### config.mk
export PLATFORM = sky130hd
export DESIGN_NAME = cycled_claim_commit_ring_queue
export DESIGN_NICKNAME = d
export VERILOG_FILES = /design/src/hdl/ccrq_pkg.sv /design/src/hdl/cycled_claim_commit_ring_queue.sv /design/src/hdl/ccrq_claim.sv
export SDC_FILE = /design/constraint.sdc
export NUM_CORES = 1
export LEC_CHECK = 0
export ABC_AREA = 1
export BUFFER_PORTS_ARGS = -buffer_cell sky130_fd_sc_hd__buf_2
export CELL_PAD_IN_SITES_DETAIL_PLACEMENT = 1
export CELL_PAD_IN_SITES_GLOBAL_PLACEMENT = 2
export CORE_MARGIN = 2
export CORE_UTILIZATION = 36
export CTS_CLUSTER_SIZE = 24
export DETAILED_ROUTE_END_ITERATION = 10
export PLACE_DENSITY = 0.75
export SYNTH_ARGS = -nofsm -noshare
export SYNTH_HDL_FRONTEND = slang
export SYNTH_SLANG_ARGS = --single-unit
### constraint.sdc
create_clock -name i_clk -period 5.7 [get_ports i_clk]
set_clock_uncertainty 0.1 [all_clocks]
set_input_delay 0.285 -clock i_clk [delete_from_list [all_inputs] [get_ports i_clk]]
set_output_delay 0.285 -clock i_clk [all_outputs]
set_load 0.02 [all_outputs]
### src/hdl/ccrq_pkg.sv
// Shared constants, codes and types of the cycled claim/commit ring queue.
package ccrq_pkg;

    localparam int CYCLE_SLOTS_DEF  = 16;
    localparam int CYCLE_COUNT_DEF  = 4;
    localparam int MAX_READ         = 16;
    localparam int RESULT_LIMIT     = 16;
    localparam int READ_LIMIT       = (MAX_READ < RESULT_LIMIT) ? MAX_READ : RESULT_LIMIT;

    localparam int MSG_STATE_SIZE = 4;

    localparam int MSG_BYTES_W = 10;
    localparam int STRIDE_W    = 11;
    localparam int OFF_W       = 16;
    localparam int QS_W        = 7;
    localparam int SLOT_OUT_W  = 6;
    localparam int COUNT_W     = 5;
    localparam int REQ_W       = 2;
    localparam int STATUS_W    = 3;
    localparam int IN_DATA_W   = 16;
    localparam int OUT_DATA_W  = 32;

    typedef enum logic [REQ_W-1:0] {
        REQ_CLAIM   = 2'd0,
        REQ_COMMIT  = 2'd1,
        REQ_CONSUME = 2'd2,
        REQ_NONE    = 2'd3
    } t_req;

    typedef enum logic [STATUS_W-1:0] {
        ST_OK           = 3'd0,
        ST_BACKPRESSURE = 3'd1,
        ST_ROTATED      = 3'd2,
        ST_EXHAUSTED    = 3'd3,
        ST_EMPTY        = 3'd4
    } t_status;

    typedef struct packed {
        logic    init_done;
        logic    done;
        t_status status;
        logic    zero_off;
    } t_claim_rsp;

endpackage

### src/hdl/cycled_claim_commit_ring_queue.sv
// Top level of the cycled claim/commit ring queue: request sequencer, slot-busy memory, results.
//
//  channel   | dir | handshake                          | payload
//  ----------+-----+------------------------------------+-----------------------------------
//  s_axis    | in  | i_s_axis_tvalid / o_s_axis_tready  | tuser req_type, tdata slot, count
//  m_axis    | out | o_m_axis_tvalid / i_m_axis_tready  | tuser status, tdata, tlast last
//  cfg       | in  | i_cfg_we                           | i_cfg_wdata message_bytes
//
// A commit or unused request goes straight to its result. A claim steps through claim-word
// read, product, cached back-pressure compare, update, producer position, hand-off and
// result, with a live compare when the cached one fails and a rotate step when the cycle
// turns over; a back-pressured claim ends after the live compare. A consume walks the busy
// memory one slot a cycle until it finds a free slot or reaches the count (a count of zero
// goes straight to an empty result), then one result beat leaves per cycle while the
// output is not stalled. After reset all slots are cleared before a beat is taken.
// The output register holds a stalled beat; the next request is taken while it waits.
module cycled_claim_commit_ring_queue #(
    parameter int CYCLE_SLOTS  = ccrq_pkg::CYCLE_SLOTS_DEF,
    parameter int CYCLE_COUNT  = ccrq_pkg::CYCLE_COUNT_DEF
) (
    input  logic                                i_clk,
    input  logic                                i_rst_n,
    input  logic                                i_cfg_we,
    input  logic [ccrq_pkg::MSG_BYTES_W-1:0]    i_cfg_wdata,
    input  logic                                i_s_axis_tvalid,
    output logic                                o_s_axis_tready,
    // [5:0] commit_slot, [10:6] read_count, [15:11] zero
    input  logic [ccrq_pkg::IN_DATA_W-1:0]      i_s_axis_tdata,
    // [1:0] req_type
    input  logic [ccrq_pkg::REQ_W-1:0]          i_s_axis_tuser,
    output logic                                o_m_axis_tvalid,
    input  logic                                i_m_axis_tready,
    // [5:0] slot, [21:6] message_offset, [28:22] queue_size, [31:29] zero
    output logic [ccrq_pkg::OUT_DATA_W-1:0]     o_m_axis_tdata,
    // [2:0] status
    output logic [ccrq_pkg::STATUS_W-1:0]       o_m_axis_tuser,
    output logic                                o_m_axis_tlast
);
    import ccrq_pkg::*;

    localparam int                RING      = CYCLE_SLOTS * CYCLE_COUNT;
    localparam int                SLOT_W    = $clog2(RING);
    localparam int                EMIT_W    = (SLOT_W > SLOT_OUT_W) ? SLOT_W : SLOT_OUT_W;
    localparam logic [SLOT_W-1:0] RING_LAST = SLOT_W'(RING - 1);
    localparam logic [EMIT_W-1:0] EMIT_LAST = EMIT_W'(RING - 1);

    typedef enum logic [2:0] {
        S_CLEAR,
        S_IDLE,
        S_CLAIM_WAIT,
        S_WALK,
        S_WALK_END,
        S_EMIT
    } t_state;

    t_state                 r_state;
    logic [SLOT_W-1:0]      r_clr_idx;
    logic [MSG_BYTES_W-1:0] r_msg_bytes;
    logic [63:0]            r_cons_pos;
    logic [SLOT_W-1:0]      r_cons_idx;
    logic [SLOT_W-1:0]      r_walk_idx;
    logic [COUNT_W-1:0]     r_found;
    logic [COUNT_W-1:0]     r_want;
    logic                   m_busy [RING];
    logic                   r_busy_rd;
    logic [EMIT_W-1:0]      r_emit_idx;
    logic [COUNT_W-1:0]     r_emit_left;
    t_status                r_emit_status;
    logic                   r_emit_zero;
    logic                   r_claim_start;
    logic                   r_out_valid;
    t_status                r_out_status;
    logic [SLOT_OUT_W-1:0]  r_out_slot;
    logic [OFF_W-1:0]       r_out_off;
    logic                   r_out_last;
    logic [QS_W-1:0]        r_out_qs;

    t_req                   w_req;
    logic [SLOT_OUT_W-1:0]  w_cslot;
    logic [COUNT_W-1:0]     w_rcount;
    logic [COUNT_W-1:0]     w_want;
    logic                   w_cslot_ok;
    logic                   w_accept;
    logic                   w_out_free;
    logic                   w_out_load;
    logic [SLOT_W-1:0]      w_walk_next;
    logic                   w_walk_more;
    logic [EMIT_W-1:0]      w_emit_next;
    logic [STRIDE_W-1:0]    w_stride;
    logic [OFF_W+STRIDE_W-1:0] w_off_mul;
    logic [OFF_W-1:0]       w_off;
    logic [QS_W-1:0]        w_qs;
    logic                   w_busy_re;
    logic [SLOT_W-1:0]      w_busy_ra;
    logic                   w_busy_we;
    logic [SLOT_W-1:0]      w_busy_wa;
    logic                   w_busy_wd;
    t_claim_rsp             w_claim_rsp;
    logic [SLOT_W-1:0]      w_claim_slot;
    logic [QS_W-1:0]        w_prod_lo;

    ccrq_claim #(
        .CYCLE_SLOTS  (CYCLE_SLOTS),
        .CYCLE_COUNT  (CYCLE_COUNT)
    ) u_claim (
        .i_clk      (i_clk),
        .i_rst_n    (i_rst_n),
        .i_start    (r_claim_start),
        .i_cons_pos (r_cons_pos),
        .o_rsp      (w_claim_rsp),
        .o_slot     (w_claim_slot),
        .o_prod_lo  (w_prod_lo)
    );

    assign w_req      = t_req'(i_s_axis_tuser);
    assign w_cslot    = i_s_axis_tdata[SLOT_OUT_W-1:0];
    assign w_rcount   = i_s_axis_tdata[SLOT_OUT_W +: COUNT_W];
    assign w_want     = (w_rcount > COUNT_W'(READ_LIMIT)) ? COUNT_W'(READ_LIMIT) : w_rcount;
    assign w_cslot_ok = (32'(w_cslot) < 32'(RING));
    assign w_accept   = i_s_axis_tvalid && o_s_axis_tready;
    assign w_out_free = !r_out_valid || i_m_axis_tready;
    assign w_out_load = (r_state == S_EMIT) && w_out_free;

    assign w_walk_next = (r_walk_idx == RING_LAST) ? '0 : r_walk_idx + 1'b1;
    assign w_walk_more = r_busy_rd && ((r_found + COUNT_W'(1)) < r_want);
    assign w_emit_next = (r_emit_idx == EMIT_LAST) ? '0 : r_emit_idx + 1'b1;

    assign w_stride  = (STRIDE_W'(r_msg_bytes) + STRIDE_W'(MSG_STATE_SIZE + 3)) & ~STRIDE_W'(3);
    assign w_off_mul = OFF_W'(r_emit_idx) * w_stride;
    assign w_off     = w_off_mul[OFF_W-1:0] + OFF_W'(MSG_STATE_SIZE);
    assign w_qs      = w_prod_lo - r_cons_pos[QS_W-1:0];

    // busy memory ports
    always_comb begin
        w_busy_re = 1'b0;
        w_busy_ra = r_cons_idx;
        w_busy_we = 1'b0;
        w_busy_wa = r_walk_idx;
        w_busy_wd = 1'b0;
        unique case (r_state)
            S_CLEAR: begin
                w_busy_we = 1'b1;
                w_busy_wa = r_clr_idx;
            end
            S_IDLE: begin
                if (w_accept && w_req == REQ_COMMIT && w_cslot_ok) begin
                    w_busy_we = 1'b1;
                    w_busy_wa = SLOT_W'(w_cslot);
                    w_busy_wd = 1'b1;
                end
                if (w_accept && w_req == REQ_CONSUME && w_want != '0) begin
                    w_busy_re = 1'b1;
                end
            end
            S_WALK: begin
                // free the slot just seen and fetch the next one in the same cycle
                w_busy_we = r_busy_rd;
                w_busy_re = w_walk_more;
                w_busy_ra = w_walk_next;
            end
            default: begin
                w_busy_we = 1'b0;
            end
        endcase
    end

    always_ff @(posedge i_clk) begin
        if (w_busy_we) begin
            m_busy[w_busy_wa] <= w_busy_wd;
        end
        if (w_busy_re) begin
            r_busy_rd <= m_busy[w_busy_ra];
        end
    end

    always_ff @(posedge i_clk) begin
        if (!i_rst_n) begin
            r_msg_bytes <= '0;
        end else if (i_cfg_we) begin
            r_msg_bytes <= i_cfg_wdata;
        end
    end

    always_ff @(posedge i_clk) begin
        if (!i_rst_n) begin
            r_state       <= S_CLEAR;
            r_clr_idx     <= '0;
            r_cons_pos    <= '0;
            r_cons_idx    <= '0;
            r_claim_start <= 1'b0;
            r_out_valid   <= 1'b0;
        end else begin
            r_claim_start <= w_accept && (w_req == REQ_CLAIM);
            if (w_out_load) begin
                r_out_valid <= 1'b1;
            end else if (i_m_axis_tready) begin
                r_out_valid <= 1'b0;
            end
            unique case (r_state)
                S_CLEAR: begin
                    if (r_clr_idx != RING_LAST) begin
                        r_clr_idx <= r_clr_idx + 1'b1;
                    end else if (w_claim_rsp.init_done) begin
                        r_state <= S_IDLE;
                    end
                end
                S_IDLE: begin
                    if (w_accept) begin
                        unique case (w_req)
                            REQ_CLAIM: begin
                                r_emit_left <= COUNT_W'(1);
                                r_state     <= S_CLAIM_WAIT;
                            end
                            REQ_COMMIT: begin
                                r_emit_left   <= COUNT_W'(1);
                                r_emit_zero   <= 1'b0;
                                r_emit_status <= ST_OK;
                                r_emit_idx    <= EMIT_W'(w_cslot);
                                r_state       <= S_EMIT;
                            end
                            REQ_CONSUME: begin
                                r_emit_idx  <= EMIT_W'(r_cons_idx);
                                r_emit_zero <= 1'b0;
                                if (w_want == '0) begin
                                    r_emit_left   <= COUNT_W'(1);
                                    r_emit_status <= ST_EMPTY;
                                    r_state       <= S_EMIT;
                                end else begin
                                    r_emit_status <= ST_OK;
                                    r_walk_idx    <= r_cons_idx;
                                    r_found       <= '0;
                                    r_want        <= w_want;
                                    r_state       <= S_WALK;
                                end
                            end
                            REQ_NONE: begin
                                r_emit_left   <= COUNT_W'(1);
                                r_emit_status <= ST_OK;
                                r_emit_idx    <= '0;
                                r_emit_zero   <= 1'b1;
                                r_state       <= S_EMIT;
                            end
                        endcase
                    end
                end
                S_CLAIM_WAIT: begin
                    if (w_claim_rsp.done) begin
                        // a failed claim reports slot zero
                        r_emit_idx    <= w_claim_rsp.zero_off ? '0 : EMIT_W'(w_claim_slot);
                        r_emit_status <= w_claim_rsp.status;
                        r_emit_zero   <= w_claim_rsp.zero_off;
                        r_state       <= S_EMIT;
                    end
                end
                S_WALK: begin
                    if (r_busy_rd) begin
                        r_found    <= r_found + COUNT_W'(1);
                        r_walk_idx <= w_walk_next;
                        if (!w_walk_more) begin
                            r_state <= S_WALK_END;
                        end
                    end else begin
                        r_state <= S_WALK_END;
                    end
                end
                S_WALK_END: begin
                    r_cons_pos <= r_cons_pos + 64'(r_found);
                    r_cons_idx <= r_walk_idx;
                    if (r_found == '0) begin
                        r_emit_status <= ST_EMPTY;
                        r_emit_left   <= COUNT_W'(1);
                    end else begin
                        r_emit_left <= r_found;
                    end
                    r_state <= S_WALK_END == r_state ? S_EMIT : S_EMIT;
                end
                S_EMIT: begin
                    if (w_out_free) begin
                        r_out_status <= r_emit_status;
                        r_out_slot   <= r_emit_idx[SLOT_OUT_W-1:0];
                        r_out_off    <= r_emit_zero ? '0 : w_off;
                        r_out_last   <= (r_emit_left == COUNT_W'(1));
                        r_out_qs     <= w_qs;
                        r_emit_left  <= r_emit_left - COUNT_W'(1);
                        r_emit_idx   <= w_emit_next;
                        if (r_emit_left == COUNT_W'(1)) begin
                            r_state <= S_IDLE;
                        end
                    end
                end
                default: begin
                    r_state <= S_CLEAR;
                end
            endcase
        end
    end

    assign o_s_axis_tready = (r_state == S_IDLE);
    assign o_m_axis_tvalid = r_out_valid;
    assign o_m_axis_tdata  = {3'b000, r_out_qs, r_out_off, r_out_slot};
    assign o_m_axis_tuser  = r_out_status;
    assign o_m_axis_tlast  = r_out_last;

    a_empty_is_last: assert property (@(posedge i_clk) disable iff (!i_rst_n)
        o_m_axis_tvalid && (o_m_axis_tuser == ST_EMPTY) |-> o_m_axis_tlast)
        else $error("empty-queue result without tlast");

    a_walk_bound: assert property (@(posedge i_clk) disable iff (!i_rst_n)
        (r_state == S_WALK) |-> (r_found < r_want))
        else $error("consume walk ran past its count");

    a_claim_done_wait: assert property (@(posedge i_clk) disable iff (!i_rst_n)
        w_claim_rsp.done |-> (r_state == S_CLAIM_WAIT))
        else $error("claim response with no claim pending");

    a_cons_follows_walk: assert property (@(posedge i_clk) disable iff (!i_rst_n)
        (r_state == S_WALK_END) |=> (r_cons_idx == $past(r_walk_idx)))
        else $error("consumer index lost the walk position");

endmodule

### src/hdl/ccrq_claim.sv
// Claim unit: claim-word memory, active cycle, back-pressure check and producer position.
module ccrq_claim #(
    parameter int  CYCLE_SLOTS  = ccrq_pkg::CYCLE_SLOTS_DEF,
    parameter int  CYCLE_COUNT  = ccrq_pkg::CYCLE_COUNT_DEF,
    localparam int SLOT_W       = $clog2(CYCLE_SLOTS * CYCLE_COUNT)
) (
    input  logic                        i_clk,
    input  logic                        i_rst_n,
    input  logic                        i_start,
    input  logic [63:0]                 i_cons_pos,
    output ccrq_pkg::t_claim_rsp        o_rsp,
    output logic [SLOT_W-1:0]           o_slot,
    output logic [ccrq_pkg::QS_W-1:0]   o_prod_lo
);
    import ccrq_pkg::*;

    localparam int              AC_W        = $clog2(CYCLE_COUNT);
    localparam int              CL_W        = $clog2(CYCLE_SLOTS + 1);
    localparam logic [CL_W-1:0] CL_K        = CL_W'(CYCLE_SLOTS);
    localparam logic [AC_W-1:0] AC_LAST     = AC_W'(CYCLE_COUNT - 1);
    localparam logic [63:0]     CLAIM_AHEAD = 64'(CYCLE_SLOTS * (CYCLE_COUNT - 1));

    typedef enum logic [2:0] {
        C_INIT,
        C_IDLE,
        C_PROD,
        C_CHK_CACHED,
        C_CHK_LIVE,
        C_UPDATE,
        C_ROTATE,
        C_SIZE
    } t_cstate;

    t_cstate            r_state;
    logic [AC_W-1:0]    r_init_idx;
    logic [AC_W-1:0]    r_active;
    logic [63:0]        m_claims [CYCLE_COUNT];
    logic [63:0]        r_rd_word;
    logic [63:0]        r_prod;
    logic [63:0]        r_cached;
    logic [63:0]        r_new_word;
    logic [QS_W-1:0]    r_prod_lo;
    logic               r_done;
    t_status            r_status;
    logic               r_zero_off;
    logic [SLOT_W-1:0]  r_slot;

    logic [31:0]        w_id;
    logic [31:0]        w_cnt;
    logic [31+CL_W:0]   w_id_mul;
    logic [63:0]        w_word_inc;
    logic [SLOT_W-1:0]  w_base;
    logic [AC_W-1:0]    w_next_ac;
    logic [31:0]        w_new_cnt;
    logic [QS_W-1:0]    w_lo_mul;
    logic [QS_W-1:0]    w_clamp;
    logic               w_live_ok;
    logic               w_we;
    logic [AC_W-1:0]    w_wa;
    logic [63:0]        w_wd;

    assign w_id       = r_rd_word[63:32];
    assign w_cnt      = r_rd_word[31:0];
    assign w_id_mul   = w_id * CL_K;
    assign w_word_inc = r_rd_word + 64'd1;
    assign w_base     = SLOT_W'(r_active) * SLOT_W'(CL_K);
    assign w_next_ac  = (r_active == AC_LAST) ? '0 : r_active + 1'b1;
    assign w_live_ok  = (r_prod < i_cons_pos + CLAIM_AHEAD);

    // producer position modulo 128 is all the queue size needs
    assign w_new_cnt = r_new_word[31:0];
    assign w_lo_mul  = QS_W'(r_new_word[32 +: QS_W]) * QS_W'(CL_K);
    assign w_clamp   = (w_new_cnt >= 32'(CYCLE_SLOTS)) ? QS_W'(CL_K) : QS_W'(w_new_cnt);

    always_comb begin
        w_we = 1'b0;
        w_wa = r_active;
        w_wd = w_word_inc;
        unique case (r_state)
            C_INIT: begin
                w_we = 1'b1;
                w_wa = r_init_idx;
                w_wd = '0;
            end
            C_UPDATE: begin
                w_we = 1'b1;
            end
            C_ROTATE: begin
                w_we = 1'b1;
                w_wa = w_next_ac;
                w_wd = {w_id + 32'd1, 32'd0};
            end
            default: begin
                w_we = 1'b0;
            end
        endcase
    end

    always_ff @(posedge i_clk) begin
        if (w_we) begin
            m_claims[w_wa] <= w_wd;
        end
        if (r_state == C_IDLE && i_start) begin
            r_rd_word <= m_claims[r_active];
        end
    end

    always_ff @(posedge i_clk) begin
        if (!i_rst_n) begin
            r_state    <= C_INIT;
            r_init_idx <= '0;
            r_active   <= '0;
            r_cached   <= '0;
            r_prod_lo  <= '0;
            r_done     <= 1'b0;
        end else begin
            r_done <= (r_state == C_SIZE) || (r_state == C_CHK_LIVE && !w_live_ok);
            unique case (r_state)
                C_INIT: begin
                    r_init_idx <= r_init_idx + 1'b1;
                    if (r_init_idx == AC_LAST) begin
                        r_state <= C_IDLE;
                    end
                end
                C_IDLE: begin
                    if (i_start) begin
                        r_state <= C_PROD;
                    end
                end
                C_PROD: begin
                    r_prod  <= 64'(w_id_mul) + {32'd0, w_cnt};
                    r_state <= C_CHK_CACHED;
                end
                C_CHK_CACHED: begin
                    r_state <= (r_prod >= r_cached + CLAIM_AHEAD) ? C_CHK_LIVE : C_UPDATE;
                end
                C_CHK_LIVE: begin
                    if (w_live_ok) begin
                        r_cached <= i_cons_pos;
                        r_state  <= C_UPDATE;
                    end else begin
                        r_status   <= ST_BACKPRESSURE;
                        r_zero_off <= 1'b1;
                        r_state    <= C_IDLE;
                    end
                end
                C_UPDATE: begin
                    r_new_word <= w_word_inc;
                    r_slot     <= w_base + SLOT_W'(w_cnt);
                    if (w_cnt < 32'(CYCLE_SLOTS)) begin
                        r_status   <= ST_OK;
                        r_zero_off <= 1'b0;
                        r_state    <= C_SIZE;
                    end else if (w_cnt == 32'(CYCLE_SLOTS)) begin
                        r_status   <= ST_ROTATED;
                        r_zero_off <= 1'b1;
                        r_state    <= C_ROTATE;
                    end else begin
                        r_status   <= ST_EXHAUSTED;
                        r_zero_off <= 1'b1;
                        r_state    <= C_SIZE;
                    end
                end
                C_ROTATE: begin
                    // open the next cycle with the following id and no claims
                    r_new_word <= {w_id + 32'd1, 32'd0};
                    r_active   <= w_next_ac;
                    r_state    <= C_SIZE;
                end
                C_SIZE: begin
                    r_prod_lo <= w_lo_mul + w_clamp;
                    r_state   <= C_IDLE;
                end
                default: begin
                    r_state <= C_INIT;
                end
            endcase
        end
    end

    always_comb begin
        o_rsp.init_done = (r_state != C_INIT);
        o_rsp.done      = r_done;
        o_rsp.status    = r_status;
        o_rsp.zero_off  = r_zero_off;
    end

    assign o_slot    = r_slot;
    assign o_prod_lo = r_prod_lo;

endmodule
After elaboration in Yosys (flattened, before gate mapping)

Memory sizes are Yosys's and may differ from the RTL's. A register that Yosys moved wholly into a read port is not among the register bits.
Index checks and enable logic that the tools add are counted.

RAM bits: 320
Logic and storage cells: 225
Memories: 2
Register bits after elaboration: 343

Eq/ne operators: 40
Bitwise operators: 1
Order comparisons: 6
Reduce and logical (&&, ||, !) cells: 47
$add $sub $neg: 18
Mux-type cells: 80
Multipliers: 1

Memories:

| name             | depth | bits a word | rd ports | clocked after memory_dff | wr ports | line                                 | source |
|---|---|---|---|---|---|---|---|
| u_claim.m_claims | 4     | 64          | 1        | 1                        | 1        | ccrq_claim.sv:37                     | `logic [63:0] m_claims [CYCLE_COUNT];` |
| m_busy           | 64    | 1           | 1        | 1                        | 1        | cycled_claim_commit_ring_queue.sv:64 | `logic m_busy [RING];` |

Operators by type and width:

| cell                                                         | count |
|---|---|
| adder 64 x 6 -> 64 bit (second input constant)               | 2 |
| case mux 64 bit (2 select lines)                             | 1 |
| two-way mux 6 bit                                            | 12 |
| case mux 35 bit (2 select lines)                             | 1 |
| adder 64 x 1 -> 64 bit (second input constant)               | 1 |
| adder 64 x 5 -> 64 bit                                       | 1 |
| >= comparator 64 bit                                         | 1 |
| less-than comparator 64 bit                                  | 1 |
| two-way mux 3 bit                                            | 19 |
| two-way mux 5 bit                                            | 9 |
| adder 36 x 32 -> 37 bit                                      | 1 |
| case mux 6 bit (3 select lines)                              | 2 |
| adder 32 x 1 -> 32 bit (second input constant)               | 1 |
| equality test 32 x 5 -> 1 bit (second input constant)        | 1 |
| >= comparator 32 x 5 -> 1 bit (second input constant)        | 1 |
| less-than comparator 32 x 5 -> 1 bit (second input constant) | 1 |
| case mux 3 bit (8 select lines)                              | 1 |
| case mux 6 bit (2 select lines)                              | 2 |
| case mux 5 bit (2 select lines)                              | 2 |
| adder 6 x 1 -> 6 bit (second input constant)                 | 3 |
| equality test 3 bit (second input constant)                  | 6 |
| case mux 3 bit (3 select lines)                              | 2 |
| case mux 3 bit (6 select lines)                              | 1 |
| AND reduction 6 bit                                          | 3 |
| other kinds (47)                                             | 118 |

Logic depth before layout (Yosys ltp)

Gate-level depths: netlist (run 1).

Depth in word-level cells: 7
Gate-level depth with buffers: 28
Mapped depth without buffers: 28

Modules after synthesis

From an unflattened synthesis (run 1), not the netlist that was laid out.

Cells, all modules: 5058
Area, all modules: 41044.4 µm²

Modules (own cells, without submodules):

| module                         | cells an instance | times used | area an instance (µm²) |
|---|---|---|---|
| ccrq_claim                     | 3290              | 1          | 27553.9 |
| cycled_claim_commit_ring_queue | 1768              | 1          | 13490.4 |

Least setup slack after synthesis (run 1)

OpenSTA, ideal clock, no wires.

Path type: register to register
Start point: reg u_claim.r_state[1]
End point: reg u_claim.r_rd_word[0] (read register of u_claim.m_claims) (enable)
Path buffers: 0
Cell stages (with the launch flop): 4
Library setup time: 0.578 ns
Path slack: -0.160 ns
Arrival time: 5.182 ns
Clock period less this slack: 5.860 ns
Path through: dfxtp_1 -> inv_1 -> nand2_1 -> nor3b_1

Cells in the longest elaborated chain, start to end: 2

RTL lines:

| what                         | line              | source |
|---|---|---|
| start, declared              | ccrq_claim.sv:34  | `t_cstate r_state;` |
| start signal, assigned       | ccrq_claim.sv:135 | `r_state <= (r_prod >= r_cached + CLAIM_AHEAD) ? C_CHK_LIVE : C_UPDATE;` |
| equality test 3 x 1 -> 1 bit | ccrq_claim.sv:103 | `if (r_state == C_IDLE && i_start) begin` |
| logical AND 1 bit            | ccrq_claim.sv:103 |  |
| end, declared                | ccrq_claim.sv:38  | `logic [63:0] r_rd_word;` |

Every way passes these cells.
A chain may end at the register's enable or synchronous reset.

Worst setup path after layout (run 1)

Start point: reg r_msg_bytes[0]
End point: reg r_out_off[15], data pin

Cells in the longest elaborated chain, start to end: 3

RTL lines:

| what                       | line                                  | source |
|---|---|---|
| start, declared            | cycled_claim_commit_ring_queue.sv:58  | `logic [MSG_BYTES_W-1:0] r_msg_bytes;` |
| start signal, assigned     | cycled_claim_commit_ring_queue.sv:180 | `r_msg_bytes <= i_cfg_wdata;` |
| adder 10 x 3 -> 11 bit     | cycled_claim_commit_ring_queue.sv:128 | `assign w_stride = (STRIDE_W'(r_msg_bytes) + STRIDE_W'(MSG_STATE_SIZE + 3)) & ~STRIDE_W'(3);` |
| multiplier 6 x 9 -> 14 bit | cycled_claim_commit_ring_queue.sv:129 | `assign w_off_mul = OFF_W'(r_emit_idx) * w_stride;` |
| adder 16 x 3 -> 16 bit     | cycled_claim_commit_ring_queue.sv:130 | `assign w_off = w_off_mul[OFF_W-1:0] + OFF_W'(MSG_STATE_SIZE);` |
| end signal, assigned       | cycled_claim_commit_ring_queue.sv:281 | `r_out_off <= r_emit_zero ? '0 : w_off;` |
| end, declared              | cycled_claim_commit_ring_queue.sv:74  | `logic [OFF_W-1:0] r_out_off;` |

Every way passes these cells.

==> impl_results.md, run 1 <==
* Initial Util at 0.364
* Layout cells sized above 1 at 0.0690
* Ant diodes at 0
* Slew HR at 0.282
* Area grow syn2layout at 12.8%
* Grt total ovfl at 0
* Clock sink total at between 600 and 700
* Cell variety after synth at 63
* Kind of critical path: reg -> reg
* Hold/Removal Path Class: in -> reg
* Synth Register Bits at approximately 700
* Sw Pwr at ~3200 µW
* Outcome: complete, no violations
* Drt first pass iters at 5
* CTS tree: yes
* Critical Path Sink Type: flop
* Worst-case clock buffer depth at 3
* Gpl congestion at roughly 0.95
* Skew-Pair Late Insertion Delay at 0.67 ns
* Die Area at between 0.1 and 0.15 mm²
* Setup Viol. Count Final at 0
* Width of the die at ~340 µm
* Most frequent cells in the layout: 878 x nor2_1, 810 x nand2_1, 528 x edfxtp_1, 526 x inv_1, 322 x o21ai_0
* Clock share of power at 0.424
* Worst path arrival time at 5.49 ns
* Max-Cap Viols at 0
* FILL cells at 12900
* Final #Nets at slightly above 5000
* Mapped Avg Cell Area at about 8.4 µm²
* Final period util at 0.904
* H-tree Lvls at 3
* Register share of total power at 0.486
* Max VDD drop at about 0.27 mV
* PwrDens at roughly 290 mW/mm²
* Vias at 32900
* Final ANT Viol Nets at 0
* Post-Place Worst Slack at around 0.14 ns
* Initial antenna violation count at 0
* First-pass GRT wire length at ~210000 µm
* Tmin final at between 5 and 6 ns
* Core Footprint at roughly 0.11 mm²
* Post-synth EDFFs at 528
* TritonCTS Buffers at between 80 and 90
* Routed WL at about 130000 µm
* Comb pwr share at 0.090
* Static Leak at about 0.017 µW
* Final setup TNS at 0 ns
* Post-synth top flop: edfxtp_1
* 1st-iter DRT viols at between 2000 and 2500
* Vias/cell at roughly 5.2
* Max frequency at between 150 and 200 MHz
* Syn Inst Count at ~4700
* Final worst slack at around 0.54 ns
* Io pins at slightly above 70
* Synth Cell Area at between 0.03 and 0.04 mm²
* Max-slew violations at 0
* Clock root cell: clkbuf_16
* Setup bufs post-CTS at 0
* Crit path max fanout at 6
* Largest net degree at the start of global routing at 89
* Worst Path Required at between 6 and 7 ns
* WL per Instance at between 20 and 25 µm
* Startpoint types: flop
* Post-DP HPWL at around 100000 µm
* Seq/Total Area, Yosys at 0.485
* Tot Pwr at roughly 13000 µW
* Unrepaired setup endpoints after global routing: false
* Vias in the first global route at 34400
* Die Y-Extent at ~340 µm
* Core Rows at around 120
* Hold WS at around 0.046 ns
* Residual DRC at 0
* Final Hold Fails at 0
* Clk pin slew, worst setup/hold paths at 0.06 ns
* All-Layer GR Usage at 0.240
* Actual slew at the worst max-slew pin at 1.07 ns
* Commonest non-fill, non-tap cell in the layout: nor2_1
* PortBufs at 60
* Async S/R FF share, synth at 0
* Int Power at between 9000 and 10000 µW
* Switching part of the total at 0.250
* Ys Warns at 0
==> metrics by stage <==
step                cell area (µm²)  std cells  utilization
global route                  44800       6348        0.410
CTS                           44800       6348        0.410
floorplan                     39700       4719            -
finish                        44800       6348        0.410
detailed placement            41800       6173        0.383
global placement              41800       6173        0.383
==> cells in the mapped netlist (6+ instances only) <==
cell	number	area [µm²]
a21oi_1	187	936
a31oi_1	10	62.6
buf_4	10	75.1
buf_6	11	124
clkbuf_1	97	364
clkinv_1	43	161
dfxtp_1	170	3400
edfxtp_1	528	15900
fa_1	32	641
ha_1	160	2000
inv_1	529	1990
inv_2	18	67.6
nand2_1	810	3040
nand2_2	19	119
nand3_1	159	796
nand3b_1	7	52.6
nand4_1	147	920
nor2_1	887	3330
nor2_2	19	119
nor2_4	11	124
nor3_1	93	465
nor4_1	37	231
o211ai_1	20	150
o21a_1	16	120
o21ai_0	323	1620
o21ai_1	8	40.0
o22ai_1	78	488
o32ai_1	6	52.6
or2_2	7	43.8
xnor2_1	28	245
xor2_1	169	1480
==> state kept, by name (all words and copies together), names as in the netlist, 5 cells and up <==
register / cells
u_claim.m_claims: 256
m_busy: 64
r_cons_pos: 64
u_claim.r_cached: 64
u_claim.r_rd_word: 64
u_claim.r_prod: 37
u_claim.r_new_word: 35
r_out_off: 14
r_msg_bytes: 10
r_out_qs: 7
u_claim.o_prod_lo: 7
r_clr_idx: 6
r_cons_idx: 6
r_emit_idx: 6
r_out_slot: 6
r_walk_idx: 6
u_claim.o_slot: 6
r_emit_left: 5
r_found: 5
r_want: 5
==> logic make-up (layout without fill, tap and decap cells) <==
kind of cell	after synthesis	in the layout	share of synthesized area
compound gates	695	695	0.0970
xor+xnor	197	197	0.0434
simple gates	2214	2214	0.237
other cells	2	6	0.000189
fa+ha+maj	192	192	0.0665
flops	698	698	0.485
buf+inv	717	870	0.0712
==> worst max-delay path, cell delays in order, from the launching register on <==
cell and delay, ns:
dfxtp_1 0.34, nor2_1 0.05, nand2_1 0.09, nand2_1 0.12, nor2_2 0.14, nand2_1 0.11
nor2_2 0.15, nand2_1 0.09, nor2_1 0.13, inv_1 0.12, nand2_1 0.14, nor2_1 0.07
fa_1 0.47, fa_1 0.49, inv_1 0.05, fa_1 0.52, inv_1 0.04, ha_1 0.36
a21oi_1 0.18, nand2_1 0.08, a21oi_2 0.18, xnor2_2 0.16, nor3b_2 0.28, nand3_1 0.15
nor2_1 0.12, nand2_1 0.06, nand2_1 0.05, nor2_1 0.05
==> power groups by stage <==
stage                     combinational (µW)  sequential [µW]  clock [µW]
after floorplan                          720             6330           0
after global placement                  1120             6300           0
after detailed placement                1160             6320           0
after CTS                               1180             6220        5570
after global routing                    1310             6260        5740
final                                   1150             6210        5430
==> repair_timing <==
action	in CTS	in global routing
endpoints found under the hold margin	22	0
setup endpoints to repair	0	3
gates resized for setup	0	7
hold buffers	25	0
==> metal layers <==
| layer | track usage | part of all wire | up-vias |
|---|---|---|---|
| met2 | 0.399 | 0.47 | 521 |
| li1 | - | - | 16000 |
| met4 | 0.0823 | 0.033 | 0 |
| met1 | 0.326 | 0.47 | 16200 |
| met3 | 0.0254 | 0.032 | 187 |
| met5 | 0 | 0 | - |
==> layout make-up <==
cell class / count / area (µm²) / share of cell area
clock buffers: 105 / 2180 / 0.0486
well taps: 1476 / 1850 / 0.0412
repair buffers: 130 / 953 / 0.0213
inverters: 590 / 2220 / 0.0495
flip-flops and latches: 698 / 19300 / 0.430
multi-input cells: 3304 / 17800 / 0.396
clock inverters: 45 / 576 / 0.0129
==> final timing paths <==
check / slack [ns] / cells past startpoint / startpoint / endpoint
hold reg to reg: 0.33 / 0 / r_emit_status[1] / o_m_axis_tuser[1]
hold / removal: 0.05 / 5 / i_s_axis_tuser[1] / r_claim_start
setup reg to reg: 0.54 / 27 / r_msg_bytes[0] / r_out_off[15]
setup / recovery: 0.54 / 27 / r_msg_bytes[0] / r_out_off[15]
Power figures use the tool's default switching activity.
==> inputs of run 2 (changes only) <==
==> constraint.sdc (replaced) <==
create_clock -name i_clk -period 4.35 [get_ports i_clk]
set_clock_uncertainty 0.1 [all_clocks]
set_input_delay 0.2175 -clock i_clk [delete_from_list [all_inputs] [get_ports i_clk]]
set_output_delay 0.2175 -clock i_clk [all_outputs]
set_load 0.02 [all_outputs]
==> impl_results.md, run 2 (synthesized netlist as in run 1, its figures left out) <==
* Crit path max fanout at 5 (-1)
* Failing checks: setup timing
* WL per Instance at 21.2 µm (-0.35%)
* R2R Path Start: r_msg_bytes[1]
* Routed WL at 137000 µm (+1.7%)
* Most frequent cells in the layout: 858 x nor2_1, 797 x nand2_1, 528 x edfxtp_1, 514 x inv_1, 318 x o21ai_0
* Area after DPL at 0.0427 mm² (+2.3%)
* Worst-case clock buffer depth at 3 (unchanged)
* Met1 GRT Util at 0.322 (-0.00462)
* Kind of critical path: reg -> reg
* RR Endpoint: r_out_off[15]
* Max frequency at 213 MHz (+9.6%)
* Initial Util at 0.364 (unchanged)
* Initial antenna violation count at 0 (unchanged)
* Tmin final at 4.70 ns (-0.450 ns)
* Critical Path Sink Type: flop
* Die Y-Extent at 336 µm (unchanged)
* Max FFs per register at 256 (unchanged)
* Area grow syn2layout at 16.7%
* Top reg by flops: u_claim.m_claims
* Worst Path Required at 4.67 ns (-1.36 ns)
* Unrepaired setup endpoints after global routing: true
* Drt first pass iters at 5 (unchanged)
* 1st-iter DRT viols at 1961 (-11%)
* Startpoint types: flop
* Core Footprint at 0.109 mm² (unchanged)
* Vias/cell at 5.15 (-0.70%)
* Max-slew violations at 0 (unchanged)
* H-tree Lvls at 3 (unchanged)
* Ant diodes at 0 (unchanged)
* Hold path depth at 5 (unchanged)
* Clock sink total at 698 (unchanged)
* TritonCTS Buffers at 82 (unchanged)
* Post-Place Worst Slack at -0.503 ns (-0.647 ns)
* Layout cells sized above 1 at 0.106 (+0.0375)
* Commonest non-fill, non-tap cell in the layout: nor2_1
* Min-delay src: i_s_axis_tdata[0]
* Grt total ovfl at 0 (unchanged)
* Final Hold Fails at 0 (unchanged)
* Core Rows at 121 (unchanged)
* Final worst slack at -0.355 ns (-0.900 ns)
* Met2 usage at 0.409 (+0.0104)
* Max-Cap Viols at 0 (unchanged)
* Outcome: finished with violations
* Width of the die at 336 µm (unchanged)
* Hold WS at 0.0619 ns (+0.0157 ns)
* Hold/Removal Path Class: in -> reg
* Largest net degree at the start of global routing at 146 (+64%)
* Skew-Pair Late Insertion Delay at 0.68 ns (about the same)
* Clk pin slew, worst setup/hold paths at 0.06 ns (about the same)
* First-pass GRT wire length at 210000 µm (+0.69%)
* GR peak layer: met2
* Final period util at 1.08 (+0.177)
* PwrDens at 370 mW/mm² (+30%)
* Cells on worst reg2reg path at 27 (unchanged)
* Crit. Startpoint: r_msg_bytes[1]
* Slew HR at 0.152 (-0.130)
* Max VDD drop at 0.350 mV (+31%)
* Final #Nets at 5161 (+2.6%)
* PortBufs at 60 (unchanged)
* Hold Path End: r_emit_idx[0]
* All-Layer GR Usage at 0.242 (+0.00143)
* Final Cell Area at 0.0463 mm² (+3.5%)
* Actual slew at the worst max-slew pin at 1.26 ns (+0.185 ns)
* Setup Viol. Count Final at 7 (+7)
* CTS tree: yes
* Static Leak at 0.0176 µW (+4.5%)
* Reg2Reg Setup Slack at -0.35 ns (-0.90 ns)
* Vias in the first global route at 34800 (+1.3%)
* Residual DRC at 0 (unchanged)
* Gpl congestion at 0.913 (-3.6%)
* Io pins at 71 (unchanged)
* Met3 usage at 0.0269 (+0.00150)
* Final setup TNS at -1.61 ns (-1.61 ns)
* Post-DP HPWL at 102000 µm (+2.5%)
* Final ANT Viol Nets at 0 (unchanged)
* Clock root cell: clkbuf_16
* Vias at 33400 (+1.4%)
* Die Area at 0.113 mm² (unchanged)
* Worst path arrival time at 5.03 ns (-0.46 ns)
* FILL cells at 12800 (-0.30%)
-- run 2: final cells by class --
type	instances	area, µm²	area share
clock buffers	96	2160	0.0465
clock inverters	57	624	0.0135
inverters	590	2220	0.0479
multi-input cells	3304	18200	0.392
flip-flops and latches	698	19300	0.416
well taps	1476	1850	0.0399
repair buffers	260	2050	0.0443
-- run 2: worst max-delay path by stage --
stage	end	cells after the start	slack [ns]
after floorplan	u_claim.m_claims[2][0]	6	-0.30
after global placement	r_out_off[15]	23	-0.41
after detailed placement	r_out_off[15]	24	-0.50
after CTS	r_out_off[15]	27	-0.35
after global routing	r_out_off[15]	27	-0.65
final	r_out_off[15]	27	-0.35
-- run 2: layer usage --
| metal | up-vias | share of wire |
|---|---|---|
| met3 | 205 | 0.029 |
| met4 | 0 | 0.035 |
| met5 | - | 0 |
| met2 | 491 | 0.48 |
| met1 | 16400 | 0.46 |
| li1 | 16200 | - |
-- run 2: timing repair --
action | 4_1_cts | 5_1_grt
pin swaps | 34 | 37
hold buffers | 34 | 0
cloned | 0 | 0
gates resized for setup | 36 | 45
endpoints found under the hold margin | 32 | 0
endpoints found under the setup margin | 8 | 17
buffers inserted | 12 | 8
-- run 2: critical path: stages, from the launching register on --
cell and delay, ns:
dfxtp_2 0.34, nor2_4 0.13, nand2_4 0.07, nand2_4 0.08
nor2_4 0.05, nand2_4 0.07, nor2_4 0.05, buf_12 0.12
xnor2_4 0.25, nor2_2 0.08, fa_1 0.48, fa_1 0.52
inv_1 0.05, fa_1 0.49, inv_2 0.05, ha_4 0.27
inv_2 0.04, buf_6 0.11, nor3_2 0.13, nand2_1 0.07
o211ai_1 0.13, xor2_1 0.26, buf_4 0.17, nand3_4 0.08
nor2_2 0.09, nand2_1 0.07, nand2_1 0.07, nor2_1 0.05
-- run 2: report_power, final --
| part | switching, µW | leakage, µW | internal (µW) |
|---|---|---|---|
| Combinational | 1200 | 0.00983 | 640 |
| Clock | 2990 | 0.00135 | 4180 |
| Sequential | 150 | 0.00642 | 7990 |
-- run 2: per-stage QoR --
stage	instances	utilization	total power (µW)
2_1_floorplan	4719	-	9260
5_1_grt	6481	0.425	17800
3_3_place_gp	6274	0.391	9920
3_5_place_dp	6274	0.391	9990
6_report	6481	0.425	17200
4_1_cts	6473	0.422	17300
==> inputs of run 3 (changes only) <==
--- a/config.mk
+++ b/config.mk
@@ -14,6 +14,7 @@
 export CTS_CLUSTER_SIZE = 24
 export DETAILED_ROUTE_END_ITERATION = 10
 export PLACE_DENSITY = 0.75
+export RECOVER_POWER = 25
 export SYNTH_ARGS = -nofsm -noshare
 export SYNTH_HDL_FRONTEND = slang
 export SYNTH_SLANG_ARGS = --single-unit
==> impl_results.md, run 3 (synthesized netlist as in run 1, its figures left out) <==
* Width of the die at 336 µm (unchanged)
* 1st-iter DRT viols at 1970 (+0.46%)
* Register area at 0.0193 mm² (about the same)
* R2R Path Start: r_msg_bytes[1]
* Max-slew violations at 391 (+391)
* Worst path arrival time at 5.03 ns (about the same)
* Commonest non-fill, non-tap cell in the layout: nor2_1
* Routed WL at 137000 µm (about the same)
* Unrepaired setup endpoints after global routing: true
* Static Leak at 0.0174 µW (-0.98%)
* PortBufs at 60 (unchanged)
* Hold Path End: r_emit_idx[0]
* Max-Cap Viols at 7 (+7)
* Ant diodes at 0 (unchanged)
* Drt first pass iters at 5 (unchanged)
* Skew-Pair Late Insertion Delay at 0.68 ns (about the same)
* FILL cells at 12900 (+0.30%)
* Core Rows at 121 (unchanged)
* Outcome: finished with violations
* Vias at 33500 (+0.26%)
* PwrDens at 372 mW/mm² (+0.41%)
* Post-DP HPWL at 102000 µm (unchanged)
* Final worst slack at -0.359 ns (-0.00371 ns)
* Grt total ovfl at 0 (unchanged)
* Startpoint types: flop
* Failing checks: capacitance limit, slew limit, setup timing
* Most frequent cells in the layout: 862 x nor2_1, 797 x nand2_1, 528 x edfxtp_1, 515 x inv_1, 318 x o21ai_0
* Initial antenna violation count at 0 (unchanged)
* Worst Path Required at 4.67 ns (about the same)
* Residual DRC at 0 (unchanged)
* Cells on worst reg2reg path at 27 (unchanged)
* Io pins at 71 (unchanged)
* Hold/Removal Path Class: in -> reg
* Reg2Reg Setup Slack at -0.36 ns (about the same)
* Top reg by flops: u_claim.m_claims
* Gpl congestion at 0.913 (unchanged)
* Max VDD drop at 0.350 mV (-0.13%)
* Vias in the first global route at 34800 (unchanged)
* Vias/cell at 5.16 (+0.26%)
* Die Y-Extent at 336 µm (unchanged)
* Max FFs per register at 256 (unchanged)
* TritonCTS Buffers at 82 (unchanged)
* Kind of critical path: reg -> reg
* Tot Pwr at 17200 µW (about the same)
* Final period util at 1.08 (about the same)
* CTS tree: yes
* Final core occ at 0.423 (-0.00177)
* Clk pin slew, worst setup/hold paths at 0.06 ns (about the same)
* Critical Path Sink Type: flop
* Clock root cell: clkbuf_16
* RR Endpoint: r_out_off[15]
* Min-delay src: i_s_axis_tdata[0]
* Hold path depth at 5 (unchanged)
* WL per Instance at 21.2 µm (about the same)
* Die Area at 0.113 mm² (unchanged)
* Initial Util at 0.364 (unchanged)
* Final #Nets at 5161 (unchanged)
* Final Hold Fails at 0 (unchanged)
* Final ANT Viol Nets at 0 (unchanged)
* Multi-input logic area at 0.0181 mm² (-0.25%)
* Slew HR at -1.24 (-1.39)
* H-tree Lvls at 3 (unchanged)
* Worst-case clock buffer depth at 3 (unchanged)
* Max frequency at 212 MHz (about the same)
* Crit path max fanout at 5 (unchanged)
* Layout cells sized above 1 at 0.0943 (-0.0122)
* Actual slew at the worst max-slew pin at 3.36 ns (+2.10 ns)
* Largest net degree at the start of global routing at 146 (unchanged)
* Area grow syn2layout at 16.2%
* Setup Viol. Count Final at 57 (+50)
* Clock sink total at 698 (unchanged)
* All-Layer GR Usage at 0.242 (unchanged)
* First-pass GRT wire length at 210000 µm (unchanged)
* Core Footprint at 0.109 mm² (unchanged)
* Tmin final at 4.71 ns (+0.00371 ns)
-- run 3: cell count changes in the layout (fill, tap and decap cells not counted), sizes merged --
cell and delta:
buf -55, clkbuf +55, clkinv +1, inv -1
-- run 3: what timing repair did --
item / CTS / global route
buffers inserted: 12 / 8
endpoints found under the setup margin: 8 / 17
pin swaps: 34 / 37
resized for setup: 36 / 45
hold endpoints to repair: 32 / 0
hold buffers: 34 / 0
-- run 3: how the worst max path moves through the flow --
| stage | startpoint | end | slack (ns) | cells after the start |
|---|---|---|---|---|
| after global routing | r_msg_bytes[1] | r_out_off[15] | -0.65 | 27 |
| after floorplan | u_claim.r_state[2] | u_claim.m_claims[2][0] | -0.30 | 6 |
| final | r_msg_bytes[1] | r_out_off[15] | -0.36 | 27 |
| after CTS | r_msg_bytes[1] | r_out_off[15] | -0.35 | 27 |
| after global placement | r_msg_bytes[0] | r_out_off[15] | -0.41 | 23 |
| after detailed placement | r_msg_bytes[0] | r_out_off[15] | -0.50 | 24 |
-- run 3: area by class of cell --
| class | instances | area share |
|---|---|---|
| well taps | 1476 | 0.0400 |
| flip-flops and latches | 698 | 0.417 |
| clock buffers | 96 | 0.0467 |
| inverters | 590 | 0.0481 |
| clock inverters | 57 | 0.0135 |
| repair buffers | 260 | 0.0414 |
| multi-input cells | 3304 | 0.393 |
-- run 3: power breakdown --
part / switching, µW / total (µW) / internal [µW]
Sequential: 150 / 8140 / 7990
Combinational: 1200 / 1840 / 645
Clock: 2990 / 7170 / 4180
Total: 4340 / 17200 / 12800
-- run 3: through the flow --
step	setup TNS [ns]	worst slack, ns	area, µm²	hold WS, ns	cells
2_1_floorplan	-38.61	-0.300	39900	0.252	4719
3_3_place_gp	-1.71	-0.412	42700	0.334	6274
3_5_place_dp	-2.55	-0.503	42700	0.332	6274
4_1_cts	-1.95	-0.352	46100	0.00947	6473
5_1_grt	-66.57	-0.654	46100	0.0577	6481
6_report	-2.45	-0.359	46100	0.0818	6481
-- run 3: critical path, stage by stage, from the launching register on --
cell and delay [ns]:
dfxtp_2 0.34, nor2_4 0.13, nand2_4 0.07, nand2_4 0.08, nor2_4 0.05, nand2_4 0.07
nor2_4 0.05, buf_12 0.12, xnor2_4 0.25, nor2_2 0.08, fa_1 0.48, fa_1 0.52
inv_1 0.05, fa_1 0.49, inv_2 0.05, ha_4 0.27, inv_2 0.04, buf_6 0.11
nor3_2 0.13, nand2_1 0.07, o211ai_1 0.13, xor2_1 0.26, buf_4 0.17, nand3_4 0.08
nor2_2 0.09, nand2_1 0.07, nand2_1 0.07, nor2_1 0.05
-- run 3: routing by layer --
layer  GRT usage  up-vias  wire [µm]
met2       0.409      528      65400
met3      0.0269      206       4240
met1       0.322    16500      62700
met5           0        -          0
met4      0.0800        0       4780
li1            -    16200          -
